[config.mk]
export PLATFORM = sky130hd
export DESIGN_NAME = framebuffer_size_planner
export DESIGN_NICKNAME = d
export VERILOG_FILES = /design/src/fbsp_pkg.sv /design/src/framebuffer_size_planner.sv /design/src/fbsp_mul.sv
export SDC_FILE = /design/constraint.sdc
export NUM_CORES = 1
export LEC_CHECK = 0
export ABC_AREA = 1
export BUFFER_PORTS_ARGS = -buffer_cell sky130_fd_sc_hd__buf_2
export CAP_MARGIN = 20
export CORE_ASPECT_RATIO = 1.75
export CORE_MARGIN = 2
export CORE_UTILIZATION = 61
export DETAILED_ROUTE_END_ITERATION = 10
export HOLD_SLACK_MARGIN = 0.06
export PLACE_DENSITY_LB_ADDON = 0.1
export RECOVER_POWER = 25
export SLEW_MARGIN = 10
export SYNTH_ARGS = -nofsm -noshare
export SYNTH_HDL_FRONTEND = slang
export SYNTH_SLANG_ARGS = --single-unit
[constraint.sdc]
create_clock -name clk -period 12 [get_ports clk]
set_clock_uncertainty 0.05 [all_clocks]
set_input_delay 0.6 -clock clk [delete_from_list [all_inputs] [get_ports clk]]
set_output_delay 0.6 -clock clk [all_outputs]
set_load 0.005 [all_outputs]
[src/fbsp_pkg.sv]
`default_nettype none
package fbsp_pkg;

  // Side width after validation: max_dimension is 15 bits, so a legal side fits here.
  localparam int SIDE_W   = 15;
  localparam int PIX_W    = 2 * SIDE_W;
  localparam int MAXDIM_W = 15;
  localparam int BUDGET_W = 35;
  localparam int CFG_W    = 35;
  localparam int CFG_IDX_W = 1;

  localparam int ERR_W       = 3;
  localparam int COLOR_W     = 32;
  localparam int MSAMP_W     = 34;
  localparam int MIP_W       = 31;
  localparam int TOTAL_W     = 35;

  localparam logic [ERR_W-1:0] ERR_OK          = 3'd0;
  localparam logic [ERR_W-1:0] ERR_NONPOSITIVE = 3'd1;
  localparam logic [ERR_W-1:0] ERR_TOO_LARGE   = 3'd2;
  localparam logic [ERR_W-1:0] ERR_BAD_SAMPLES = 3'd3;
  localparam logic [ERR_W-1:0] ERR_OVERFLOW    = 3'd4;
  localparam logic [ERR_W-1:0] ERR_OVER_BUDGET = 3'd5;

  localparam logic [CFG_IDX_W-1:0] REG_MAX_DIMENSION = 1'd0;
  localparam logic [CFG_IDX_W-1:0] REG_BYTE_BUDGET   = 1'd1;

  localparam logic [7:0] MSAA_SAMPLES = 8'd4;

  localparam logic [MAXDIM_W-1:0] MAX_DIMENSION_RST = 15'd16384;
  localparam logic [BUDGET_W-1:0] BYTE_BUDGET_RST   = 35'd1073741824;

  // Operands handed to the shared multiplier.
  typedef struct packed {
    logic [SIDE_W-1:0] a;
    logic [SIDE_W-1:0] b;
  } mul_req_t;

endpackage
`default_nettype wire

[src/framebuffer_size_planner.sv]
`default_nettype none
// Framebuffer size planner. One transaction on the in_ channel describes a
// framebuffer (signed width and height, sample count, depth/stencil/mip flags);
// exactly one transaction on the out_ channel returns an error code and the
// byte size of every plane plus the total. Validation order: nonpositive side
// (1), side above max_dimension (2), sample count other than 0 or 4 (3); these
// report all sizes as zero. A total above byte_budget reports code 5 with the
// sizes intact. Code 4 is reserved and never produced. A single registered
// 15x15 multiplier is shared by the base level and every mip level, one level
// per cycle under a small sequencer. A rejected request goes from acceptance
// straight to the emit state; an accepted one steps through the base product,
// the L reduced mip levels (L is 0 without want_mips, at most 14), the tail,
// two sums and emit. The next request is accepted in the cycle after the
// result is loaded; loading waits while a stalled result holds the output
// register. The block is stalled while a request is in flight; a finished
// result waits in the output register while the next request is already
// accepted. Write cfg_ registers only while the block is idle.
module framebuffer_size_planner #(
  parameter int DIM_BITS = 16
) (
  input  wire                                 clk,
  input  wire                                 rst_n,
  // configuration
  input  wire                                 cfg_we,
  input  wire  [fbsp_pkg::CFG_IDX_W-1:0]      cfg_index,
  input  wire  [fbsp_pkg::CFG_W-1:0]          cfg_data,
  // request channel
  input  wire                                 in_valid,
  output logic                                in_stall,
  input  wire  signed [DIM_BITS-1:0]          in_width,
  input  wire  signed [DIM_BITS-1:0]          in_height,
  input  wire  [7:0]                          in_sample_count,
  input  wire                                 in_want_depth,
  input  wire                                 in_want_stencil,
  input  wire                                 in_want_mips,
  // result channel
  output logic                                out_valid,
  input  wire                                 out_stall,
  output logic [fbsp_pkg::ERR_W-1:0]          out_error_code,
  output logic [fbsp_pkg::PIX_W-1:0]          out_pixel_count,
  output logic [fbsp_pkg::COLOR_W-1:0]        out_color_bytes,
  output logic [fbsp_pkg::PIX_W-1:0]          out_depth_elements,
  output logic [fbsp_pkg::COLOR_W-1:0]        out_depth_bytes,
  output logic [fbsp_pkg::PIX_W-1:0]          out_stencil_bytes,
  output logic [fbsp_pkg::MSAMP_W-1:0]        out_multisample_bytes,
  output logic [fbsp_pkg::MIP_W-1:0]          out_mip_bytes,
  output logic [fbsp_pkg::TOTAL_W-1:0]        out_total_bytes
);
  import fbsp_pkg::*;

  // Compare width: wide enough for both a side and max_dimension.
  localparam int CMP_W = (DIM_BITS - 1 > MAXDIM_W) ? (DIM_BITS - 1) : MAXDIM_W;

  localparam logic [2:0] S_IDLE = 3'd0;
  localparam logic [2:0] S_MULT = 3'd1;  // base product in flight
  localparam logic [2:0] S_MIP  = 3'd2;  // one reduced level per cycle
  localparam logic [2:0] S_TAIL = 3'd3;  // drain the last product
  localparam logic [2:0] S_SUMA = 3'd4;  // color + depth + stencil
  localparam logic [2:0] S_SUMB = 3'd5;  // + multisample + mip
  localparam logic [2:0] S_EMIT = 3'd6;  // budget check, load output

  logic [2:0]            state_r, state_nxt;
  logic [MAXDIM_W-1:0]   max_dim_r;
  logic [BUDGET_W-1:0]   budget_r;

  logic [SIDE_W-1:0]     sw_r, sw_nxt, sh_r, sh_nxt;
  logic                  depth_r, depth_nxt, stencil_r, stencil_nxt;
  logic                  msaa_r, msaa_nxt, mips_r, mips_nxt;
  logic                  first_r, first_nxt;
  logic [ERR_W-1:0]      err_r, err_nxt;
  logic [PIX_W-1:0]      pix_r, pix_nxt;
  logic [MIP_W-1:0]      acc_r, acc_nxt;
  logic [TOTAL_W-1:0]    tot_r, tot_nxt;

  logic [PIX_W-1:0]      prod_r;
  mul_req_t              mul_req;

  logic                  in_accept, out_free;
  logic                  w_pos, h_pos, w_big, h_big, samp_ok;
  logic [CMP_W-1:0]      w_ext, h_ext;
  logic                  sides_one;
  logic [SIDE_W-1:0]     sw_half, sh_half;
  logic [COLOR_W-1:0]    color_b, depth_b;
  logic [PIX_W-1:0]      stencil_b;
  logic [MSAMP_W-1:0]    msaa_b;
  logic [MIP_W-1:0]      level_b;

  // ---------------- configuration registers ----------------
  always_ff @(posedge clk) begin
    if (!rst_n) begin
      max_dim_r <= MAX_DIMENSION_RST;
      budget_r  <= BYTE_BUDGET_RST;
    end else if (cfg_we) begin
      case (cfg_index)
        REG_MAX_DIMENSION: max_dim_r <= cfg_data[MAXDIM_W-1:0];
        REG_BYTE_BUDGET:   budget_r  <= cfg_data[BUDGET_W-1:0];
        default: ;
      endcase
    end
  end

  // ---------------- request checks ----------------
  assign in_stall  = (state_r != S_IDLE);
  assign in_accept = in_valid && !in_stall;
  assign out_free  = !out_valid || !out_stall;

  assign w_pos   = !in_width[DIM_BITS-1] && (|in_width[DIM_BITS-2:0]);
  assign h_pos   = !in_height[DIM_BITS-1] && (|in_height[DIM_BITS-2:0]);
  assign w_ext   = CMP_W'(in_width[DIM_BITS-2:0]);
  assign h_ext   = CMP_W'(in_height[DIM_BITS-2:0]);
  assign w_big   = w_ext > CMP_W'(max_dim_r);
  assign h_big   = h_ext > CMP_W'(max_dim_r);
  assign samp_ok = (in_sample_count == 8'd0) || (in_sample_count == MSAA_SAMPLES);

  // ---------------- shared multiplier ----------------
  assign mul_req.a = sw_r;
  assign mul_req.b = sh_r;

  fbsp_mul u_mul (
    .clk    (clk),
    .req    (mul_req),
    .prod_r (prod_r)
  );

  // Halve with floor, hold at 1.
  assign sides_one = (sw_r == SIDE_W'(1)) && (sh_r == SIDE_W'(1));
  assign sw_half   = (sw_r > SIDE_W'(1)) ? (sw_r >> 1) : SIDE_W'(1);
  assign sh_half   = (sh_r > SIDE_W'(1)) ? (sh_r >> 1) : SIDE_W'(1);
  assign level_b   = MIP_W'({prod_r, 2'b00});

  // Plane sizes derived from the pixel count (zero after a rejection).
  assign color_b   = {pix_r, 2'b00};
  assign depth_b   = depth_r ? color_b : '0;
  assign stencil_b = stencil_r ? pix_r : '0;
  assign msaa_b    = msaa_r ? {pix_r, 4'b0000} : '0;

  // ---------------- sequencer ----------------
  always_comb begin
    state_nxt   = state_r;
    sw_nxt      = sw_r;
    sh_nxt      = sh_r;
    depth_nxt   = depth_r;
    stencil_nxt = stencil_r;
    msaa_nxt    = msaa_r;
    mips_nxt    = mips_r;
    first_nxt   = first_r;
    err_nxt     = err_r;
    pix_nxt     = pix_r;
    acc_nxt     = acc_r;
    tot_nxt     = tot_r;
    case (state_r)
      S_IDLE: begin
        if (in_accept) begin
          sw_nxt      = w_ext[SIDE_W-1:0];
          sh_nxt      = h_ext[SIDE_W-1:0];
          pix_nxt     = '0;
          acc_nxt     = '0;
          tot_nxt     = '0;
          first_nxt   = 1'b1;
          depth_nxt   = 1'b0;
          stencil_nxt = 1'b0;
          msaa_nxt    = 1'b0;
          mips_nxt    = 1'b0;
          if (!w_pos || !h_pos) begin
            err_nxt   = ERR_NONPOSITIVE;
            state_nxt = S_EMIT;
          end else if (w_big || h_big) begin
            err_nxt   = ERR_TOO_LARGE;
            state_nxt = S_EMIT;
          end else if (!samp_ok) begin
            err_nxt   = ERR_BAD_SAMPLES;
            state_nxt = S_EMIT;
          end else begin
            err_nxt     = ERR_OK;
            depth_nxt   = in_want_depth;
            stencil_nxt = in_want_stencil;
            msaa_nxt    = (in_sample_count == MSAA_SAMPLES);
            mips_nxt    = in_want_mips;
            state_nxt   = S_MULT;
          end
        end
      end
      S_MULT: begin
        // base product is being registered this cycle
        if (mips_r && !sides_one) begin
          sw_nxt    = sw_half;
          sh_nxt    = sh_half;
          state_nxt = S_MIP;
        end else begin
          state_nxt = S_TAIL;
        end
      end
      S_MIP: begin
        // prod_r holds the previous level (or the base on the first pass)
        if (first_r) begin
          pix_nxt = prod_r;
        end else begin
          acc_nxt = acc_r + level_b;
        end
        first_nxt = 1'b0;
        if (sides_one) begin
          state_nxt = S_TAIL;
        end else begin
          sw_nxt = sw_half;
          sh_nxt = sh_half;
        end
      end
      S_TAIL: begin
        if (first_r) begin
          pix_nxt = prod_r;
        end else begin
          acc_nxt = acc_r + level_b;
        end
        first_nxt = 1'b0;
        state_nxt = S_SUMA;
      end
      S_SUMA: begin
        tot_nxt   = TOTAL_W'(color_b) + TOTAL_W'(depth_b) + TOTAL_W'(stencil_b);
        state_nxt = S_SUMB;
      end
      S_SUMB: begin
        tot_nxt   = tot_r + TOTAL_W'(msaa_b) + TOTAL_W'(acc_r);
        state_nxt = S_EMIT;
      end
      S_EMIT: begin
        if (out_free) begin
          state_nxt = S_IDLE;
        end
      end
      default: begin
        state_nxt = S_IDLE;
      end
    endcase
  end

  always_ff @(posedge clk) begin
    if (!rst_n) begin
      state_r <= S_IDLE;
      first_r <= 1'b0;
    end else begin
      state_r <= state_nxt;
      first_r <= first_nxt;
    end
  end

  always_ff @(posedge clk) begin
    sw_r      <= sw_nxt;
    sh_r      <= sh_nxt;
    depth_r   <= depth_nxt;
    stencil_r <= stencil_nxt;
    msaa_r    <= msaa_nxt;
    mips_r    <= mips_nxt;
    err_r     <= err_nxt;
    pix_r     <= pix_nxt;
    acc_r     <= acc_nxt;
    tot_r     <= tot_nxt;
  end

  // ---------------- output register ----------------
  always_ff @(posedge clk) begin
    if (!rst_n) begin
      out_valid <= 1'b0;
    end else if (state_r == S_EMIT && out_free) begin
      out_valid <= 1'b1;
    end else if (!out_stall) begin
      out_valid <= 1'b0;
    end
  end

  always_ff @(posedge clk) begin
    if (state_r == S_EMIT && out_free) begin
      if (err_r != ERR_OK) begin
        out_error_code <= err_r;
      end else if (tot_r > budget_r) begin
        out_error_code <= ERR_OVER_BUDGET;
      end else begin
        out_error_code <= ERR_OK;
      end
      out_pixel_count       <= pix_r;
      out_color_bytes       <= color_b;
      out_depth_elements    <= depth_r ? pix_r : '0;
      out_depth_bytes       <= depth_b;
      out_stencil_bytes     <= stencil_b;
      out_multisample_bytes <= msaa_b;
      out_mip_bytes         <= acc_r;
      out_total_bytes       <= tot_r;
    end
  end

endmodule
`default_nettype wire

[src/fbsp_mul.sv]
`default_nettype none
module fbsp_mul (
  input  wire                      clk,
  input  wire fbsp_pkg::mul_req_t  req,
  output logic [fbsp_pkg::PIX_W-1:0] prod_r
);
  import fbsp_pkg::*;

  // Registered 15x15 product; the result appears in the cycle after the operands.
  always_ff @(posedge clk) begin
    prod_r <= PIX_W'(req.a) * PIX_W'(req.b);
  end

endmodule
`default_nettype wire

==> metrics.md, run 1 <==
| Metric | Value |
|---|---|
| Worst Setup Start Kind | flop |
| Pin count of the biggest net entering global routing | 79 |
| Final hold vios | 0 |
| Final setup TNS | 0 ps |
| DRC violations left | 0 |
| WL final | 101,000 um |
| Initial Util | 0.615 |
| Launch point of the worst hold path | cfg_data[30] |
| Cells after DPL | 4,488 |
| Die width | 176 um |
| Synth Instances | 3,606 |
| Slew Limit Fails | 175 |
| Worst r2r path cells | 20 |
| Vias/cell | 5.61 |
| Post-Place Worst Slack | 5990 ps |
| Mean Syn Cell Area | 8.73 um2 |
| Ratio of cells with drive above 1 in the final layout | 0.123 |
| Die ar. | 0.0535 mm2 |
| WP data required | 12,390 ps |
| Hold Crit Endpoint | budget_r[30] |
| Router iterations before antenna repair | 5 |
| Final Cycle Share | 0.504 |
| Ant. Diodes | 0 |
| R2r startpoint | sh_r[8] |
| Syn. warnings | 0 |
| Inserted Clock Buffers | 41 |
| Fill cells | 4,404 |
| CTS clk-pin slew, worst paths | 60 ps |
| Initial antenna violation count | 1 |
| Count of cells resized by post-cts repair | 0 |
| Cell variety after synth | 56 |
| H-Tree Level Count | 2 |
| Critical Path AT | 6430 ps |
| First-pass GRT wire length | 150,000 um |
| Metal1 wirelength | 29,900 um |
| R2R Path End | u_mul.prod_r[28] |
| Top layer in use | met5 |
| Clk_lat worst skew | 560 ps |
| Status | finished with violations |
| Relative slew margins | -0.931 |
| Ys flop type | edfxtp_1 |
| Total track usage | 0.379 |
| Hold Slack | 256 ps |
| DR vias | 25,600 |
| CTS max path bufs | 3 |
| CP peak stage delay | 840 ps |
| Clock sinks | 432 |
| Post-CTS Setup Inserts | 0 |
| Hold_buf cts | 0 |
| Io pins | 343 |
| Vias in the first global route | 26,300 |
| Hold WC Path Type | in2reg |
| R2R setup slack | 5960 ps |
| Clk root buf | clkbuf_16 |
| Chip Height | 305 um |
| Routed length per instance | 22.0 um |
| EDFF count, synth | 347 |
| Number of I/O port buffers | 332 |
| Fmax | 165 MHz |
| Finished Layout Cells | 4,565 |
| DPL Wire Length | 81,300 um |
| Asr flop ratio synth | 0 |
| Iter 0 DRT Violations | 1,667 |
| Post-layout min period | 6040 ps |
| Final setup margin | 5960 ps |
| Failing checks | capacitance limit, slew limit |
| Final setup vio count | 0 |
| P&R area growth vs syn | 10.5% |
| RSZ-0062 raised after global routing | false |
| CP cell instances | nand2_1, fa_1, inv_1, fa_1, inv_1, fa_1, inv_1, fa_1, fa_1, inv_1, fa_1, inv_1, ha_1, a21oi_1, o21ai_0, a21oi_1, nand3_1, nand3_1, nand3_1, xor2_1 |
| Most frequent CP cell | fa_1 |
| Worst-path fanout max | 17 |
| Sequential fraction of the synthesis area | 0.385 |
| Antenna Nets Post-Route | 0 |
| Crit. End Element | flop |
| Max Cap Viol | 4 |
| Hold Crit Depth | 3 |
| Routability cong. | 1.00 |
| Grt total ovfl | 0 |
| Critical path's slowest cell | edfxtp_1 |
| Routed wl met2 | 53,500 um |
| Site Rows | 110 |
| Post-Syn Area | 0.0315 mm2 |
| Final net count | 4,420 |
| Met3 wire len | 4830 um |
| #FFs+latches synth | 432 |
| CTS tree | done |
| Core Footprint | 0.0512 mm2 |
| Least-Margin Pin Slew | 2900 ps |
| Kind of critical path | reg2reg |
synthesized netlist by cell type (all sizes together), types with 3 or more instances:
library cell,n,share of area
inv,748,0.089
nand2,718,0.086
edfxtp,347,0.33
ha,279,0.11
a21oi,273,0.043
nor2,256,0.031
o21ai,227,0.037
fa,197,0.13
clkbuf,85,0.010
dfxtp,85,0.054
nand3,84,0.014
buf,60,0.013
nor3,40,0.0072
or2,36,0.0072
nand4,33,0.0068
xnor2,23,0.0064
xor2,20,0.0056
o21bai,18,0.0044
o21a,12,0.0029
a21o,11,0.0027
a31oi,10,0.0025
a21boi,8,0.0021
nor4,8,0.0016
o211ai,7,0.0017
o22ai,6,0.0012
nand3b,3,0.00071
state kept, by name, indices dropped and copies added, names as in the netlist, 3 cells and up:
signal and count:
out_total_bytes 35, sw_r 15, out_depth_bytes 30, out_stencil_bytes 30, acc_r 29, out_error_code 3
u_mul.prod_r 30, pix_r 30, budget_r 35, state_r 3, out_multisample_bytes 30, tot_r 35
out_mip_bytes 29, sh_r 15, out_pixel_count 30, out_depth_elements 30, max_dim_r 15
layout by cell type, fill, tap and decap left out, types with 5 or more instances in the layout:
master and count:
a21o_1 10, a21oi_1 271, a31oi_1 9, buf_2 331, buf_4 11, clkbuf_1 14, clkbuf_16 43, clkinv_2 7
conb_1 10, dfxtp_1 85, edfxtp_1 347, fa_1 197, ha_1 279, inv_1 743, inv_2 5, nand2_1 712
nand2_2 6, nand3_1 83, nand4_1 32, nor2_1 254, nor3_1 36, nor4_1 8, o211ai_1 7, o21a_1 12
o21ai_0 202, o21ai_1 13, o21ai_2 11, o21bai_1 17, o22ai_1 6, or2_2 34, xnor2_1 23, xor2_1 20
how the worst max path moves through the flow:
| stage | start | slack (ps) | end |
|---|---|---|---|
| floorplan | state_r[1] | 1400 | out_depth_bytes[10] |
| detailed placement | sh_r[8] | 5990 | u_mul.prod_r[28] |
| global route | sh_r[8] | 5650 | u_mul.prod_r[28] |
| global placement | sh_r[8] | 6040 | u_mul.prod_r[28] |
| finish | sh_r[8] | 5960 | u_mul.prod_r[28] |
| CTS | sh_r[8] | 5990 | u_mul.prod_r[28] |
worst max-delay path: cells and delay by family, from the launching register on:
kind                     cells  cell delay, ps
adder cells (fa/ha/maj)      7            3520
AO/OA/AOI/OAI                3             570
buffers and inverters        5             280
XOR/XNOR                     1             150
AND/OR/NAND/NOR              4             510
flip-flops                   1             840
metal layers:
layer	global-route usage	up-vias
met2	0.710	1039
li1	-	12000
met4	0.365	2
met3	0.0454	440
met1	0.340	12100
met5	0	-
cell families after synthesis:
group / after synthesis / share of synthesized area
buffers and inverters: 893 / 0.113
adders and majority gates: 476 / 0.236
DFF: 432 / 0.385
other: 1 / 0.000119
xor gates and xnor gates: 43 / 0.0120
AOI/OAI and AO/OA: 579 / 0.100
and+or+nand+nor: 1182 / 0.154
final cells by class:
| cell class | instances | area, um2 | area share |
|---|---|---|---|
| Sequential cell | 432 | 12100 | 0.348 |
| Timing Repair Buffer | 347 | 1780 | 0.0512 |
| Clock inverter | 21 | 194 | 0.00557 |
| Tap cell | 672 | 841 | 0.0242 |
| Clock buffer | 55 | 1140 | 0.0328 |
| Multi-Input combinational cell | 2290 | 15900 | 0.457 |
| Inverter | 748 | 2810 | 0.0807 |
stage by stage:
| step | utilization | instance area (um2) |
|---|---|---|
| after detailed placement | 0.653 | 33400 |
| after CTS | 0.679 | 34800 |
| after floorplan | - | 31500 |
| after global placement | 0.653 | 33400 |
| after global routing | 0.680 | 34800 |
| final | 0.680 | 34800 |
Power of run 1 is not shown: default switching activity piles up to over one toggle a cycle in this logic, so the estimate is an artifact.
==> run 2, diff against run 1 <==
--- a/config.mk
+++ b/config.mk
@@ -10,7 +10,7 @@
 export CAP_MARGIN = 20
 export CORE_ASPECT_RATIO = 1.75
 export CORE_MARGIN = 2
-export CORE_UTILIZATION = 61
+export CORE_UTILIZATION = 55
 export DETAILED_ROUTE_END_ITERATION = 10
 export HOLD_SLACK_MARGIN = 0.06
 export PLACE_DENSITY_LB_ADDON = 0.1
==> constraint.sdc (replaced) <==
create_clock -name clk -period 5.55 [get_ports clk]
set_clock_uncertainty 0.05 [all_clocks]
set_input_delay 0.2775 -clock clk [delete_from_list [all_inputs] [get_ports clk]]
set_output_delay 0.2775 -clock clk [all_outputs]
set_load 0.005 [all_outputs]
==> run 2 against run 1 <==
Net effect: the flow still finishes with violations (capacitance limit, slew limit); global-route usage down 0.88 points; critical path depth up 4; routed wire length up 8.7%; via count up 2.3%; sequential cell count unchanged; count of clock-buffer cells in the layout down 2; first-iteration DRC count down 15%; maximum frequency up 10%; cell area up 7.0%; sequential share of layout area down 2.3 points; die area up 11%; highest routed layer is now met4.
==> metrics.md, run 2 (same netlist as run 1, synthesis figures left out) <==
| Metric | Value |
|---|---|
| Worst r2r path cells | 24 (+20%) |
| CTS max path bufs | 3 (unchanged) |
| Most common cell after layout, fill and taps aside | inv_1 |
| CTS tree | done |
| R2R setup slack | 50 ps (-5900 ps) |
| Pin count of the biggest net entering global routing | 104 (+32%) |
| Number of I/O port buffers | 332 (unchanged) |
| RSZ-0062 raised after global routing | true |
| Commonest cells after routing, fill and taps aside | inv_1 (716), nand2_1 (691), edfxtp_1 (347) |
| Status | finished with violations |
| Iter 0 DRT Violations | 1,421 (-15%) |
| Post-layout min period | 5500 ps (-547 ps) |
| Routed length per instance | 22.4 um (+1.7%) |
| DPL Wire Length | 89,300 um (+9.9%) |
| Vias/cell | 5.37 (-4.3%) |
| Clk root buf | clkbuf_16 |
| Chip Height | 321 um (+5.2%) |
| Ratio of cells with drive above 1 in the final layout | 0.180 (+0.0563) |
| Final net count | 4,636 (+4.9%) |
| Cells after DPL | 4,718 (+5.1%) |
| Antenna Nets Post-Route | 0 (unchanged) |
| Initial Util | 0.554 (-0.0616) |
| Core Footprint | 0.0569 mm2 (+11%) |
| Io pins | 343 (unchanged) |
| DRC violations left | 0 (unchanged) |
| R2r startpoint | sw_r[10] |
| Finished Layout Cells | 4,879 (+6.9%) |
| Clock sinks | 432 (unchanged) |
| First-pass GRT wire length | 158,000 um (+5.7%) |
| Die ar. | 0.0593 mm2 (+11%) |
| Total track usage | 0.370 (-0.00883) |
| Failing checks | capacitance limit, slew limit |
| Hold WC Path Type | in2reg |
| CP Capture Point | u_mul.prod_r[26] |
| Seq. cell area | 0.0121 mm2 (unchanged) |
| WL final | 109,000 um (+8.7%) |
| DR vias | 26,200 (+2.3%) |
| Worst Setup SP | sw_r[10] |
| WP data required | 5960 ps (-6430 ps) |
| Final hold vios | 0 (unchanged) |
| Router iterations before antenna repair | 5 (unchanged) |
| Final setup vio count | 0 (unchanged) |
| Inserted Clock Buffers | 42 (+2.4%) |
| R2R Path End | u_mul.prod_r[26] |
| Worst Setup Start Kind | flop |
| Fill cells | 4,960 (+13%) |
| Relative slew margins | -0.418 (+0.513) |
| Clk_lat worst skew | 580 ps (+20 ps) |
| H-Tree Level Count | 2 (unchanged) |
| Worst-path fanout max | 5 (-12) |
| Crit. End Element | flop |
| Final setup TNS | 0 ps (unchanged) |
| Max Cap Viol | 2 (-2) |
| Critical Path AT | 5910 ps (-520 ps) |
| Slew Limit Fails | 94 (-46%) |
| CTS clk-pin slew, worst paths | 70 ps (about the same) |
| Initial antenna violation count | 2 (+1) |
| Multi-input logic area | 0.0164 mm2 (+3.3%) |
| Final Cycle Share | 0.990 (+0.487) |
| Site Rows | 116 (+5.5%) |
| Grt total ovfl | 0 (unchanged) |
| Vias in the first global route | 27,200 (+3.3%) |
| Routability cong. | 1.01 (+1.2%) |
| Kind of critical path | reg2reg |
| P&R area growth vs syn | 18.3% |
| Registers with the most flip-flops | budget_r: 35 flops, out_total_bytes: 35 flops, tot_r: 35 flops |
| Die width | 185 um (+5.2%) |
| Fmax | 182 MHz (+10%) |
| Least-Margin Pin Slew | 2130 ps (-769 ps) |
==> run 2: cell count changes in the layout (fill, tap and decap cells not counted), sizes merged, moves of 2 or more <==
cell and delta:
clkbuf +22, diode +2, clkinv +3, dlygate4sd3 +49, buf +142, inv +2
==> run 2: cell type report <==
class | count | share of cell area
multi-input cells | 2290 | 0.441
clock buffers | 53 | 0.0303
flip-flops and latches | 432 | 0.325
repair buffers | 562 | 0.0963
well taps | 767 | 0.0258
diodes | 2 | 0.000134
inverters | 748 | 0.0754
clock inverters | 25 | 0.00527
==> run 2: worst min-delay path by stage <==
stage,from,endpoint,slack (ps),depth (start not counted)
final,in_width[0],sw_r[0],80,3
after global routing,in_height[11],sh_r[11],70,3
after CTS,in_height[1],sh_r[1],60,3
after detailed placement,err_r[1],out_error_code[1],390,0
after global placement,err_r[1],out_error_code[1],390,0
after floorplan,cfg_data[30],budget_r[30],360,2
==> run 2: critical path, cell delays in order (launching register included) <==
cell	delay (ps)
edfxtp_1	430
buf_6	160
buf_4	130
nand2_1	70
inv_2	40
fa_1	490
inv_2	50
fa_1	470
inv_1	50
fa_1	490
inv_2	40
fa_1	560
fa_2	480
fa_1	590
inv_2	60
ha_4	310
nand2_4	70
buf_6	120
nor2_4	150
nand2_1	90
nand3_2	100
nand2_1	70
nand3_2	100
a21oi_2	70
xor2_1	160
==> run 2: what timing repair did <==
item	CTS	global route
buffers inserted	7	24
endpoints found under the hold margin	61	0
pin swaps	2	82
hold buffers	49	0
gates resized for setup	22	128
setup endpoints to repair	12	18
==> run 2: per-stage QoR <==
step           setup slack, ps  cell area (um2)  hold slack [ps]   util
2_1_floorplan             30.2            31500              358      -
3_3_place_gp              -108            34600              389  0.608
5_1_grt                   -123            37200             70.1  0.655
4_1_cts                   1.10            36600             60.3  0.643
6_report                  54.9            37200             75.7  0.655
3_5_place_dp              -143            34600              388  0.608
==> run 2: layer usage <==
metal	vias up	share of wire	global-route usage
li1	12400	-	-
met1	12400	0.29	0.316
met2	943	0.53	0.694
met3	423	0.044	0.0495
met4	0	0.13	0.385
met5	-	0	0
Power of run 2 is left out for the same reason.
==> run 3, diff against run 2 <==
--- a/config.mk
+++ b/config.mk
@@ -5,12 +5,11 @@
 export SDC_FILE = /design/constraint.sdc
 export NUM_CORES = 1
 export LEC_CHECK = 0
-export ABC_AREA = 1
 export BUFFER_PORTS_ARGS = -buffer_cell sky130_fd_sc_hd__buf_2
 export CAP_MARGIN = 20
 export CORE_ASPECT_RATIO = 1.75
 export CORE_MARGIN = 2
-export CORE_UTILIZATION = 55
+export CORE_UTILIZATION = 60
 export DETAILED_ROUTE_END_ITERATION = 10
 export HOLD_SLACK_MARGIN = 0.06
 export PLACE_DENSITY_LB_ADDON = 0.1
==> constraint.sdc (replaced) <==
create_clock -name clk -period 5.4 [get_ports clk]
set_clock_uncertainty 0.05 [all_clocks]
set_input_delay 0.27 -clock clk [delete_from_list [all_inputs] [get_ports clk]]
set_output_delay 0.27 -clock clk [all_outputs]
set_load 0.005 [all_outputs]
==> run 3 against run 2 <==
Net effect: the run ends with capacitance limit, slew limit, setup timing left; cell count down 19%; register-to-register slack worse by 800 ps; worst setup slack worse by 800 ps; count of clock-buffer cells in the layout down 3; synthesized cell count down 23%; critical path depth down 3.
==> metrics.md, run 3 <==
| Metric | Value |
|---|---|
| Antenna Nets Post-Route | 0 (unchanged) |
| Router iterations before antenna repair | 5 (unchanged) |
| WL final | 86,500 um (-21%) |
| Met1 Track Usage GR | 0.336 (+0.0197) |
| Synth cell count leaders | edfxtp_1 (347), inv_1 (282), ha_1 (279) |
| Syn. warnings | 0 (unchanged) |
| Chip Height | 300 um (-6.3%) |
| WP data required | 5840 ps (-120 ps) |
| DR vias | 22,700 (-13%) |
| CTS max path bufs | 3 (unchanged) |
| Count leader, synth | edfxtp_1 |
| GRT met3 Usage | 0.0345 (-0.0150) |
| Commonest cells after routing, fill and taps aside | edfxtp_1 (347), buf_2 (303), inv_1 (274) |
| Critical Path AT | 6590 ps (+680 ps) |
| Pin count of the biggest net entering global routing | 114 (+9.6%) |
| Hold WC Path Type | in2reg |
| Failing checks | capacitance limit, slew limit, setup timing |
| Utilization after layout | 0.715 (+0.0607) |
| Yosys top cell area share | 0.346 (+0.0154) |
| Mean Syn Cell Area | 10.8 um2 (+24%) |
| First-pass GRT wire length | 132,000 um (-16%) |
| #FFs+latches synth | 432 (unchanged) |
| Fmax | 163 MHz (-11%) |
| RSZ-0062 raised after global routing | true |
| Iter 0 DRT Violations | 1,193 (-16%) |
| Worst Setup Start Kind | flop |
| Final setup vio count | 14 (+14) |
| Sequential fraction of the synthesis area | 0.403 (+0.0180) |
| Max Cap Viol | 1 (-1) |
| Most common cell after layout, fill and taps aside | edfxtp_1 |
| Initial Util | 0.607 (+0.0532) |
| Status | finished with violations |
| M2 GR Usage | 0.650 (-0.0447) |
| Registers with the most flip-flops | budget_r: 35 flops, out_total_bytes: 35 flops, tot_r: 35 flops |
| Total track usage | 0.334 (-0.0357) |
| Site Rows | 108 (-6.9%) |
| Vias/cell | 5.74 (+6.9%) |
| Relative slew margins | -0.564 (-0.146) |
| CTS tree | done |
| Least-Margin Pin Slew | 2350 ps (+219 ps) |
| Clock sinks | 432 (unchanged) |
| Routed length per instance | 21.9 um (-2.2%) |
| Core Footprint | 0.0496 mm2 (-13%) |
| EDFF count, synth | 347 (unchanged) |
| Die width | 173 um (-6.3%) |
| DPL Wire Length | 69,500 um (-22%) |
| Final setup margin | -747 ps (-802 ps) |
| P&R area growth vs syn | 17.9% |
| Initial antenna violation count | 2 (unchanged) |
| Clk_lat worst skew | 560 ps (-20 ps) |
| Ranking of synthesized cells by area | edfxtp_1 (35%), fa_1 (13%), ha_1 (12%), and2_1 (5.8%), dfxtp_1 (5.7%) |
| Die ar. | 0.0520 mm2 (-12%) |
| Ratio of cells with drive above 1 in the final layout | 0.204 (+0.0246) |
| Final hold vios | 0 (unchanged) |
| Vias in the first global route | 24,200 (-11%) |
| Clk root buf | clkbuf_16 |
| Leading area contributor after synthesis | edfxtp_1 |
| DRC violations left | 0 (unchanged) |
| Inserted Clock Buffers | 40 (-4.8%) |
| Crit. End Element | flop |
| CTS clk-pin slew, worst paths | 70 ps (about the same) |
| Grt total ovfl | 0 (unchanged) |
| Post-Syn Area | 0.0301 mm2 (-4.5%) |
| GRT Max-Usage Layer | met2 |
| Cell variety after synth | 73 (+30%) |
| Ys flop type | edfxtp_1 |
| Final net count | 3,822 (-18%) |
| H-Tree Level Count | 2 (unchanged) |
| Post-layout min period | 6150 ps (+652 ps) |
| Io pins | 343 (unchanged) |
| Slew Limit Fails | 56 (-40%) |
| Number of I/O port buffers | 332 (unchanged) |
| Routability cong. | 0.950 (-6.1%) |
| Synth Instances | 2,785 (-23%) |
| Asr flop ratio synth | 0 (unchanged) |
| Final Cycle Share | 1.14 (+0.148) |
| Ant. Diodes | 0 (-2) |
| Worst-path fanout max | 7 (+2) |
| Kind of critical path | reg2reg |
-- run 3: changes by cell type in the layout (fill, tap and decap cells not counted), sizes merged, moves of 18 or more --
| cell | previous run | this run |
|---|---|---|
| inv | 754 | 289 |
| nand2 | 718 | 274 |
| and2 | 1 | 278 |
| nor2 | 256 | 93 |
| o21ai | 227 | 64 |
| a21oi | 273 | 115 |
| a21o | 11 | 90 |
| nand3 | 84 | 30 |
| a21boi | 8 | 51 |
| nor2b | 0 | 42 |
| xnor2 | 23 | 57 |
| mux2 | 0 | 26 |
| nand2b | 0 | 21 |
| o22ai | 6 | 24 |
-- run 3: logic make-up after synthesis --
| logic type | share of synthesized area |
|---|---|
| simple gates | 0.149 |
| buf+inv | 0.0565 |
| xor+xnor | 0.0262 |
| flops | 0.403 |
| fa+ha+maj | 0.247 |
| other cells | 0.000125 |
| compound gates | 0.108 |
| mux | 0.0107 |
-- run 3: final timing paths --
kind / from / endpoint / slack, ps / cells past startpoint
worst max-delay path: sh_r[4] / u_mul.prod_r[22] / -750 / 21
worst min-delay path: in_height[0] / sh_r[0] / 90 / 3
worst max register to register: sh_r[4] / u_mul.prod_r[22] / -750 / 21
worst min register to register: budget_r[4] / budget_r[4] / 420 / 2
-- run 3: final cells by class --
cell class | count | area [um2]
clock buffer | 50 | 1120
inverter | 282 | 1060
multi-input combinational | 1949 | 16600
fill | 3706 | 14100
sequential | 432 | 12100
timing repair buffer | 557 | 3530
clock inverter | 22 | 166
tap | 660 | 826
-- run 3: worst max-delay path: stages, from the launching register on --
cell and delay (ps):
edfxtp_1 540, and2_4 240, fa_1 510, inv_1 50
fa_1 490, inv_1 50, fa_1 490, fa_1 430
fa_1 530, inv_2 50, fa_1 530, inv_2 50
ha_4 210, or3_4 330, o21ai_2 70, a21oi_2 60
a221o_2 390, o41a_4 410, buf_4 150, a21o_4 190
a21oi_2 130, xnor2_1 120
-- run 3: per-stage QoR --
stage | hold WS, ps | setup TNS, ps | setup slack (ps) | instance area [um2] | cells
floorplan | 358 | -2800 | -645 | 30400 | 2794
global placement | 394 | -6390 | -857 | 33300 | 3799
detailed placement | 401 | -7700 | -961 | 33300 | 3800
CTS | 64.1 | -6350 | -755 | 35400 | 3946
global route | 70.1 | -9740 | -929 | 35500 | 3952
finish | 86.8 | -7190 | -747 | 35500 | 3952
-- run 3: routing by layer --
metal	part of all wire	vias to the layer above
met5	0.000081	-
met4	0.072	2
met3	0.047	291
met2	0.54	845
met1	0.34	11100
li1	-	10500
-- run 3: what timing repair did --
item	in CTS	in global routing
endpoints found under the hold margin	73	0
pin swaps	33	17
hold buffers	58	0
setup buffers	18	6
gates resized for setup	30	19
setup endpoints to repair	14	16
cloned	0	0
Power of run 3 is left out for the same reason.
